==> config.mk <==
export PLATFORM = sky130hd
export DESIGN_NAME = brfb_ctrl
export DESIGN_NICKNAME = d
export VERILOG_FILES = /design/src/sv/assert_macros.svh /design/src/sv/brfb_pkg.sv /design/src/sv/brfb_ctrl.sv
export SDC_FILE = /design/constraint.sdc
export NUM_CORES = 1
export LEC_CHECK = 0
export BUFFER_PORTS_ARGS = -buffer_cell sky130_fd_sc_hd__buf_4
export CAP_MARGIN = 5
export CORE_AREA = 4 4 41 43
export CTS_CLUSTER_SIZE = 20
export DETAILED_ROUTE_END_ITERATION = 10
export DIE_AREA = 0 0 45 47
export HOLD_SLACK_MARGIN = 0.02
export PLACE_DENSITY = 0.48
export REMOVE_ABC_BUFFERS = 1
export SYNTH_ARGS = -nofsm -noshare
export SYNTH_HDL_FRONTEND = slang
export SYNTH_SLANG_ARGS = --single-unit
export TNS_END_PERCENT = 1
==> constraint.sdc <==
create_clock -name clk_i -period 2.1 [get_ports clk_i]
set_clock_uncertainty 0.2 [all_clocks]
set_input_delay 0.21 -clock clk_i [delete_from_list [all_inputs] [get_ports clk_i]]
set_output_delay 0.21 -clock clk_i [all_outputs]
set_load 0.05 [all_outputs]
==> src/sv/assert_macros.svh <==
// assertion macros used by the top-level rtl file
// expects clk_i and rst_ni in the scope where a macro is used
`ifndef ASSERT_MACROS_SVH
`define ASSERT_MACROS_SVH

// plain property checked on every rising clock edge outside reset
`define ASSERT_CLK(label, prop, msg) \
  label: assert property (@(posedge clk_i) disable iff (!rst_ni) (prop)) else $error(msg);

// same-cycle implication
`define ASSERT_IMPL(label, ante, cons, msg) \
  label: assert property (@(posedge clk_i) disable iff (!rst_ni) (ante) |-> (cons)) \
    else $error(msg);

// next-cycle implication
`define ASSERT_NEXT(label, ante, cons, msg) \
  label: assert property (@(posedge clk_i) disable iff (!rst_ni) (ante) |=> (cons)) \
    else $error(msg);

`endif

==> src/sv/brfb_pkg.sv <==
// shared types and constants of the byte ring fifo
// no dependencies
package brfb_pkg;

  localparam int unsigned DEPTH_DEF     = 1024;
  localparam int unsigned MAX_BURST_DEF = 8;

  localparam int unsigned REQ_W  = 2;
  localparam int unsigned LEN_W  = 4;
  localparam int unsigned DATA_W = 64;
  localparam int unsigned CNT_W  = 11;
  localparam int unsigned LANE_W = 3;

  localparam int unsigned S_TDATA_W = 72;
  localparam int unsigned M_TDATA_W = 96;

  localparam logic [REQ_W-1:0] REQ_WRITE = 2'd0;
  localparam logic [REQ_W-1:0] REQ_READ  = 2'd1;
  localparam logic [REQ_W-1:0] REQ_CLEAR = 2'd2;

  // controller to datapath
  typedef struct packed {
    logic load;      // capture input item
    logic we;        // write one byte to the store
    logic use_rptr;  // store address from the read pointer
    logic cap;       // capture the byte read in the previous cycle
    logic cnt_inc;
    logic wptr_adv;
    logic rptr_adv;
    logic ptr_clr;
    logic set_acc;
    logic out_load;
  } cmd_t;

  // datapath to controller
  typedef struct packed {
    logic wr_ok;
    logic rd_ok;
    logic is_clear;
    logic last;
    logic out_free;
  } status_t;

endpackage

==> src/sv/brfb_ctrl.sv <==
// control state machine of the byte ring fifo
// depends on brfb_pkg
module brfb_ctrl (
  input  logic             clk_i,
  input  logic             rst_ni,
  input  logic             in_valid_i,
  output logic             in_ready_o,
  input  brfb_pkg::status_t sts_i,
  output brfb_pkg::cmd_t   cmd_o
);
  import brfb_pkg::*;

  typedef enum logic [2:0] {
    S_IDLE,
    S_DECIDE,
    S_WRITE,
    S_READ,
    S_READ_LAST,
    S_FINISH
  } state_e;

  state_e state_q, state_d;

  always_comb begin
    state_d    = state_q;
    cmd_o      = '0;
    in_ready_o = 1'b0;
    unique case (state_q)
      S_IDLE: begin
        in_ready_o = 1'b1;
        if (in_valid_i) begin
          cmd_o.load = 1'b1;
          state_d    = S_DECIDE;
        end
      end
      S_DECIDE: begin
        if (sts_i.wr_ok) begin
          cmd_o.set_acc = 1'b1;
          state_d       = S_WRITE;
        end else if (sts_i.rd_ok) begin
          cmd_o.set_acc = 1'b1;
          state_d       = S_READ;
        end else begin
          cmd_o.ptr_clr = sts_i.is_clear;
          state_d       = S_FINISH;
        end
      end
      S_WRITE: begin
        cmd_o.we      = 1'b1;
        cmd_o.cnt_inc = 1'b1;
        if (sts_i.last) begin
          cmd_o.wptr_adv = 1'b1;
          state_d        = S_FINISH;
        end
      end
      S_READ: begin
        // address for the current byte, data of the previous one arrives
        cmd_o.use_rptr = 1'b1;
        cmd_o.cap      = 1'b1;
        cmd_o.cnt_inc  = 1'b1;
        if (sts_i.last) begin
          state_d = S_READ_LAST;
        end
      end
      S_READ_LAST: begin
        cmd_o.use_rptr = 1'b1;
        cmd_o.cap      = 1'b1;
        cmd_o.rptr_adv = 1'b1;
        state_d        = S_FINISH;
      end
      S_FINISH: begin
        if (sts_i.out_free) begin
          cmd_o.out_load = 1'b1;
          state_d        = S_IDLE;
        end
      end
      default: state_d = S_IDLE;
    endcase
  end

  always_ff @(posedge clk_i or negedge rst_ni) begin
    if (!rst_ni) begin
      state_q <= S_IDLE;
    end else begin
      state_q <= state_d;
    end
  end

endmodule

Yosys cells after proc, flatten, opt, wreduce, memory -nomap -nowiden
Index checks and enable logic that the tools add are counted.

word-level totals
  bits in registers = 3
  input bits = 8

operators by class
  equality and inequality tests = 9
  muxes and demuxes = 23
  reductions and logical operators = 4

operator list
  kind                                                 number
  two-way mux 3 bit                                    6
  one-hot mux 3 bit (6 select lines)                   1
  two-way mux 1 bit                                    14
  inequality test 2 bit, second input constant         4
  equality test 3 x 2 -> 1 bit, second input constant  2
  equality test 3 bit, second input constant           2
  two-way mux 2 bit                                    2
  AND reduction 4 bit                                  1
  OR reduction 2 bit                                   2
  equality test 3 x 1 -> 1 bit, second input constant  1
  zero test 3 bit                                      1

Longest topological paths before layout
Gate-level depths: netlist of run 1.

  depth in word-level cells = 3
  depth in mapped cells = 5

Least setup slack after synthesis of run 1
Ideal clock, no wire load.

  path type = register to output
  start point = register state_q[2]
  end point = output port cmd_o[9] (netlist name)
  arrival = 2215 ps
  data required time = 1690 ps
  setup slack = -525 ps
  stages on the path, launching flop included = 4
  buffers on the path = 1
  cells stage by stage = dfrtp_1 -> buf_2 -> nor3_1 -> and2_1

RTL lines
  what                    RTL line         source
  start, declared         brfb_ctrl.sv:22  state_e state_q, state_d;
  start signal, assigned  brfb_ctrl.sv:85  state_q <= state_d;
  end, declared           brfb_ctrl.sv:9   output brfb_pkg::cmd_t cmd_o

==> metrics.yaml, run 1 <==
seq_area_sq_um: 75.1
period_minus_slack_ps: 1840
antenna_left: 0
finalInstanceArea_sq_um: 452
vias: 297
worst_ep_arrival_time_ps: 1430
synth.most_common_cell: "nor2_1"
antenna_found_initial: 0
synth_xor_area_share_pct: 0
ys_ff_latch: 3
grt_max_degree: 12
relSlewSlack_pct: 73.0
cts_setup_buffers: 0
final_nets: 63
cts_tree: "yes"
rsz0062_at_grt: "false"
yosys.area_share.simple_pct: 46.5
hold_viol_final: 0
worstSetupStartpointType: "register"
synth_warnings: 0
track_usage_pct: 7.92
cts_buffers: 3
synth_cell_types: 21
grt_pass1_wl_microns: 1210
worst_setup_path_end_kind: "primary output"
fp-row-count: 13
setup-violations-final: 0
start_util_pct: 21.7
grt-ovfl-total: 0
clockRootBuffer: "clkbuf_4"
worstPathMaxFanout: 11
worst_ep_required_time_ps: 1690
fillers: 156
maxCapViolations: 0
setup_slack_ps: 262
cts_max_level: 1
synth.avg_cell_area_sq_um: 8.32
dominantRegCellSynth: "dfrtp_1"
p_leak_nw: 0.218
ir_drop_mv: 0.697
largest_registers: "state_q (3)"
synth_compound_area_share_pct: 7.96
finalWirelength_microns: 713
routed_via_density: 4.30
powerDensity_nw_per_um2: 1880
placed_cell_area_sq_um: 405
antenna_cells: 0
slew_violations: 0
place_hpwl_microns: 566
synth_top_area_cell: "dfrtp_1"
drt_first_pass_iters: 4
path_class: "reg2out"
synth_cells: 34
hold_class: "in2async"
drt_iter0_markers: 2
drt_drc_violations_left: 0
async_flop_share_pct: 100
synth_adder_area_share_pct: 0
synth_top_family_by_area: "simple AND/OR/NAND/NOR gates"
core_sq_um: 1300
grt_pass1_vias: 287
io_buffers: 18
drive_above_1_share_pct: 50.0
largest_register_ffs: 3
die_width_microns: 45
clk_pin_slew_ps: 40
yosys.area.top_type_share_pct: 26.5
ctsLongestPathBuffers: 2
placement.setup.worst_slack_ps: 400
routedWlPerCell_microns: 10.3
synthToLayoutAreaGrowth_pct: 59.7
clock-sinks: 3
fin_crit_sh_pct: 87.5
synth_edf_count: 0
synth_common_cells: "nor2_1, nor3_1, dfrtp_1"
place.gp.congestion: 0.743
worst_pin_slew_ps: 406
insertion_delay_ps: 230
die-area_sq_um: 2120
multi_input_area_sq_um: 176
die_height_microns: 47
yosys-top-cells-area: "dfrtp_1, mux2_2, nor2_1"
status: "complete, no violations"
io_pins: 19
yosysSeqAreaShare_pct: 26.5
regMostFlops: "state_q"
hold_ws_ps: 105
syn_area_sq_um: 283
max_clock_freq_mhz: 544
synthMuxAreaShare_pct: 7.96
[cell usage in the layout (no fill, tap or decap)]
cell type	instances
and2_1	1
dlygate4sd3_1	2
and2_4	1
nor3_1	4
nor3b_1	1
nor4b_1	1
a21oi_1	1
nor2b_2	1
or4_4	1
clkbuf_1	1
a21o_1	1
buf_4	18
o21ai_1	1
nand3_1	1
nand2_1	2
o21ai_0	1
nor2_1	6
nor3b_4	1
clkbuf_4	3
nand2b_1	1
mux2_2	2
dfrtp_1	3
[critical path: stages (launching register included)]
cell and delay [ps]:
dfrtp_1 580, nand2b_1 160, nor2_1 150, a21o_1 120
buf_4 190
[layer usage]
layer,global-route usage (%),wire length (microns),vias up
met4,5.26,19,0
met2,13.0,311,14
met3,1.15,78,2
met5,0,0,-
met1,9.61,304,125
li1,-,-,156
[area by class of cell]
cell class              count  share of cell area, %
multi-input cells          27                   39.1
repair buffers             20                   34.3
flip-flops and latches      3                   16.6
clock buffers               4                   5.82
well taps                  15                   4.16
[power by group]
group / internal, mW / switching, mW
sequential: 0.0844 / 0.0808
combinational: 0.213 / 0.372
clock: 0.0712 / 0.0302
[final timing paths]
path                              endpoint       start  cells after the start  slack (ps)
worst max-delay path              cmd_o[7]  state_q[2]                      4         260
worst min-delay path            state_q[1]      rst_ni                      2         100
worst max register to register  state_q[0]  state_q[1]                      3         400
worst min register to register  state_q[2]  state_q[1]                      1         470
max in group asynchronous       state_q[0]      rst_ni                      2        1500
min in group clk_i              state_q[2]    sts_i[3]                      4         150
[through the flow]
step                      util (%)  setup TNS [ps]  std cells  total power [mW]
after floorplan                  -           -1260         30             0.585
after global placement        31.2               0         63             0.755
after detailed placement      31.2               0         63             0.755
after CTS                     34.7               0         69             0.864
after global routing          34.7               0         69             0.908
final                         34.7               0         69             0.851
[logic make-up (layout without fill, tap and decap cells)]
logic type / count (synthesis) / after routing
simple gates: 21 / 21
compound gates: 4 / 4
buf+inv: 4 / 24
flops: 3 / 3
mux: 2 / 2
[timing repair]
item / 4_1_cts / 5_1_grt
hold buffers: 2 / 0
gates resized for setup: 0 / 0
setup endpoints to repair: 0 / 0
endpoints found under the hold margin: 4 / 0
(Power assumes the default switching activity.)
==> run 2, diff against run 1 <==
- ABC_AREA: default -> 1
- CTS_BUF_LIST: default -> sky130_fd_sc_hd__clkbuf_4
- PLACE_DENSITY: 0.48 -> 0.51
==> run 2 against run 1 <==
Against the previous run:
- core utilization up 3.1 points
- wire length is 14% higher
- count of clock-buffer cells in the layout is the same
- synthesized cell count is 59% higher
- cell area up 8.9%
- setup slack improved by 26 ps
==> metrics.yaml, run 2 <==
largest_registers: "state_q (3)"
ctsResizeCount: 0  # unchanged
antenna_cells: 0  # unchanged
vias: 373  # +26%
drt_drc_violations_left: 0  # unchanged
syn_area_sq_um: 313  # +11%
worstRegToRegCells: 5  # +2
final_cell_mix: "buf_4, nand2_1, inv_1"
timing.rr.end: "state_q[0]"
met2_usage_pct: 15.5  # +2.5 points
yosys.area.top_type_share_pct: 24.0  # -2.5 points
final_nets: 84  # +33%
slew_violations: 0  # unchanged
synthToLayoutAreaGrowth_pct: 57.2
clock-sinks: 3  # unchanged
rsz0062_at_grt: "false"
die-area_sq_um: 2120  # unchanged
clk_pin_slew_ps: 40  # about the same
drt_iter0_markers: 2  # unchanged
grtUsageMet3_pct: 1.53  # +0.38 points
hold_ws_ps: 86.2  # -18.4 ps
period_minus_slack_ps: 1810  # -26.5 ps
ys_ff_latch: 3  # unchanged
cts_setup_buffers: 0  # unchanged
antenna_found_initial: 0  # unchanged
regMostFlops: "state_q"
worstPathMaxFanout: 6  # -5
fin_cells: 90  # +30%
worst_ep_required_time_ps: 1690  # about the same
io_buffers: 18  # unchanged
rrSetupSlack_ps: 740  # +340 ps
cts_buffers: 3  # unchanged
synth_warnings: 0  # unchanged
drive_above_1_share_pct: 38.7  # -11 points
synth.avg_cell_area_sq_um: 5.79  # -30%
hold_class: "in2reg"
min_to: "state_q[1]"
synth_top_area_cell: "dfrtp_1"
place.gp.congestion: 0.697  # -6.2%
powerDensity_nw_per_um2: 1850  # -2.1%
routedWlPerCell_microns: 9.07  # -12%
die_height_microns: 47  # unchanged
grt_pass1_vias: 361  # +26%
antenna_left: 0  # unchanged
routed_via_density: 4.14  # -3.7%
final_common_cell: "buf_4"
p_total_uw: 908  # +6.6%
maxCapViolations: 0  # unchanged
worst_setup_path_end_kind: "primary output"
grt.met1_usage_pct: 12.1  # +2.5 points
grt_max_degree: 10  # -2
synth_cells: 54  # +59%
drt_first_pass_iters: 4  # unchanged
place_hpwl_microns: 698  # +23%
synth.most_common_cell: "nand2_1"
worst_ep_arrival_time_ps: 1400  # -30 ps
holdPathStages: 4
grt-ovfl-total: 0  # unchanged
p_leak_nw: 0.329  # +51%
yosys-top-cells-area: "dfrtp_1, nand2_1, inv_1"
status: "complete, no violations"
worstSetupStartpointType: "register"
relSlewSlack_pct: 82.6  # +9.6 points
ctsLongestPathBuffers: 2  # unchanged
max_clock_freq_mhz: 552  # +1.5%
yosysSeqAreaShare_pct: 24.0  # -2.5 points
finalWirelength_microns: 816  # +14%
grt_pass1_wl_microns: 1470  # +21%
hold_viol_final: 0  # unchanged
clockRootBuffer: "clkbuf_4"
die_width_microns: 45  # unchanged
synth_common_cells: "nand2_1, inv_1, nor2_1"
core_sq_um: 1300  # unchanged
insertion_delay_ps: 230  # about the same
dominantRegCellSynth: "dfrtp_1"
synth_edf_count: 0  # unchanged
busiest_layer: "met2"
post-route-util_pct: 37.8  # +3.1 points
synth_cell_types: 16  # -24%
r2r_start: "state_q[0]"
io_pins: 19  # unchanged
async_flop_share_pct: 100  # unchanged
fp-row-count: 13  # unchanged
cts_tree: "yes"
path_class: "reg2out"
start_util_pct: 24.0  # +2.3 points
track_usage_pct: 9.34  # +1.4 points
setup-violations-final: 0  # unchanged
min-delay-start: "sts_i[1]"
largest_register_ffs: 3  # unchanged
fin_crit_sh_pct: 86.3  # -1.3 points
worst_pin_slew_ps: 261  # -144 ps
cts_max_level: 1  # unchanged
ir_drop_mv: 0.704  # +1.1%
dp_cells: 85  # +35%
run 2: cell count changes after synthesis, sizes merged, moves of 3 or more:
| cell | change |
|---|---|
| nor2 | +3 |
| inv | +14 |
| nor3 | -3 |
| nand2 | +13 |
| nand3 | +3 |
run 2: logic make-up after synthesis:
family          after synthesis  synth area share (%)
compound gates                4                  7.60
buf+inv                      16                  21.6
flops                         3                  24.0
simple gates                 31                  46.8
run 2: worst max-delay path: stages, from the launching register on:
cell,delay (ps)
dfrtp_1,440
nor2_2,200
nand2_1,110
nor3b_1,200
buf_4,230
run 2: worst max path at each step:
stage          cells past startpoint  slack, ps       end  startpoint
5_1_grt                            4        150  cmd_o[2]  state_q[1]
3_3_place_gp                       4        550  cmd_o[2]  state_q[1]
6_report                           4        290  cmd_o[2]  state_q[1]
2_1_floorplan                      3       -990  cmd_o[6]  state_q[2]
4_1_cts                            4        260  cmd_o[2]  state_q[1]
3_5_place_dp                       4        510  cmd_o[2]  state_q[1]
run 2: power by group:
| group | internal [mW] | switching, mW |
|---|---|---|
| combinational | 0.194 | 0.463 |
| clock | 0.0839 | 0.0269 |
| sequential | 0.0861 | 0.0533 |
| total | 0.364 | 0.543 |
run 2: layer usage:
layer	vias up	part of all wire, %
met4	0	0
met2	16	47
met3	0	7.6
met1	157	45
li1	200	-
met5	-	0
run 2: final cells by class:
cell class | count | area (sq um)
clock buffer | 4 | 30.0
inverter | 14 | 52.6
timing repair buffer | 19 | 145
fill | 166 | 810
tap | 15 | 18.8
multi-input combinational | 35 | 170
sequential | 3 | 75.1
run 2: per-stage QoR:
| stage | instance area (sq um) | setup slack, ps | setup TNS [ps] |
|---|---|---|---|
| global placement | 452 | 549 | 0 |
| global route | 492 | 146 | 0 |
| finish | 492 | 289 | 0 |
| floorplan | 298 | -987 | -2110 |
| CTS | 492 | 257 | 0 |
| detailed placement | 452 | 506 | 0 |
run 2: timing repair:
action / 4_1_cts / 5_1_grt
setup endpoints to repair: 0 / 0
endpoints found under the hold margin: 3 / 0
hold buffers: 1 / 0
==> run 3, diff against run 2 <==
- HOLD_SLACK_MARGIN: 0.02 -> 0.1
==> run 3 against run 2 <==
Against the previous run:
- critical path depth is the same
- largest power group unchanged
- total power grew 0.18%
- critical endpoint unchanged
- highest routed layer unchanged
- maximum frequency is essentially flat
- register-to-register slack is essentially flat
- cell area grew 2.0%
==> metrics.yaml, run 3 (synthesized netlist as in run 2, its figures left out) <==
setup_slack_ps: 289  # -0.126 ps
fp-row-count: 13  # unchanged
drt_iter0_markers: 2  # unchanged
post-route-util_pct: 38.6  # +0.77 points
grt_pass1_wl_microns: 1510  # +2.9%
cts_buffers: 3  # unchanged
drive_above_1_share_pct: 38.2  # -0.51 points
worst_ep_required_time_ps: 1690  # about the same
slew_violations: 0  # unchanged
p_leak_nw: 0.333  # +1.3%
period_minus_slack_ps: 1810  # +0.126 ps
fin_crit_sh_pct: 86.3  # about the same
fillers: 165  # -0.60%
antenna_found_initial: 0  # unchanged
worstSetupStartpointType: "register"
routed_via_density: 4.14  # about the same
max_clock_freq_mhz: 552  # about the same
worst_ep_arrival_time_ps: 1400  # about the same
die_height_microns: 47  # unchanged
vias: 377  # +1.1%
grt_max_degree: 10  # unchanged
cts_max_level: 1  # unchanged
largest_register_ffs: 3  # unchanged
largest_registers: "state_q (3)"
worst_pin_slew_ps: 261  # -0.000119 ps
grt-ovfl-total: 0  # unchanged
final_common_cell: "buf_4"
start_util_pct: 24.0  # unchanged
drt_drc_violations_left: 0  # unchanged
synthToLayoutAreaGrowth_pct: 60.4
regMostFlops: "state_q"
clk_pin_slew_ps: 40  # about the same
antenna_cells: 0  # unchanged
clock-sinks: 3  # unchanged
grt_pass1_vias: 372  # +3.0%
relSlewSlack_pct: 82.6  # unchanged
path_class: "reg2out"
finalWirelength_microns: 826  # +1.2%
track_usage_pct: 9.57  # +0.24 points
maxCapViolations: 0  # unchanged
final_cell_mix: "buf_4, nand2_1, inv_1"
placement.setup.worst_slack_ps: 506  # unchanged
place_hpwl_microns: 698  # unchanged
rsz0062_at_grt: "false"
place.gp.congestion: 0.697  # unchanged
crit_slowest_cell: "dfrtp_1"
routedWlPerCell_microns: 9.08  # +0.11%
antenna_left: 0  # unchanged
path_cells: "nor2_2 -> nand2_1 -> nor3b_1 -> buf_4"
worstRegToRegCells: 5  # unchanged
slowest_delay_ps: 440  # about the same
status: "complete, no violations"
hold_viol_final: 0  # unchanged
clockRootBuffer: "clkbuf_4"
hold_class: "in2async"
core_sq_um: 1300  # unchanged
ctsResizeCount: 0  # unchanged
cts_tree: "yes"
powerDensity_nw_per_um2: 1810  # -1.8%
die-area_sq_um: 2120  # unchanged
die_width_microns: 45  # unchanged
ctsLongestPathBuffers: 2  # unchanged
io_buffers: 18  # unchanged
cp_top_family: "simple AND/OR/NAND/NOR gates"
ir_drop_mv: 0.704  # about the same
worstPathMaxFanout: 6  # unchanged
insertion_delay_ps: 230  # about the same
worst_setup_path_end_kind: "primary output"
worst-path-buf-inv: 1  # unchanged
drt_first_pass_iters: 4  # unchanged
cp.depth: 4  # unchanged
setup-violations-final: 0  # unchanged
io_pins: 19  # unchanged
final_nets: 85  # +1.2%
-- run 3: power breakdown --
part | leakage [nW] | internal, mW | switching (mW)
clock | 0.0184 | 0.0839 | 0.0269
combinational | 0.277 | 0.196 | 0.463
sequential | 0.0371 | 0.0861 | 0.0533
-- run 3: stage by stage --
stage                     std cells  TNS, ps  instance area [sq um]  hold WS, ps  total power [mW]
after floorplan                  52    -2110                    298         -286             0.619
after global placement           85        0                    452         -199             0.797
after detailed placement         85        0                    452         -198             0.803
after CTS                        91        0                    502          107             0.923
after global routing             91        0                    502          114             0.996
final                            91        0                    502          111             0.909
-- run 3: worst reg2reg max path: stages (launching register included) --
cell	delay (ps)
dfrtp_1	480
inv_1	140
o21ai_0	210
nand2_1	80
nand3_1	80
nand2_1	50
-- run 3: per-layer routing --
layer	vias to the layer above	wire length [microns]	GRT usage [%]	part of all wire (%)
met5	-	0	0	0
met4	0	0	3.51	0
met3	0	60	1.53	7.3
met2	16	393	16.1	48
met1	159	372	12.3	45
li1	202	-	-	-
-- run 3: path summary, 6_finish.rpt --
kind                         endpoint  slack (ps)  startpoint
setup reg to reg           state_q[0]         740  state_q[0]
setup / recovery             cmd_o[2]         290  state_q[1]
max in group asynchronous  state_q[2]        1490      rst_ni
min in group clk_i         state_q[1]         150    sts_i[3]
hold / removal             state_q[1]         110      rst_ni
hold reg to reg            state_q[0]         450  state_q[0]
-- run 3: repair_timing --
action,CTS,global route
setup buffers,0,0
hold endpoints to repair,4,0
hold buffers,2,0
-- run 3: area by class of cell --
type	count	area [sq um]	area share (%)
timing repair buffer	20	155	30.9
inverter	14	52.6	10.5
sequential	3	75.1	15.0
clock buffer	4	30.0	5.99
multi-input combinational	35	170	33.9
tap	15	18.8	3.74
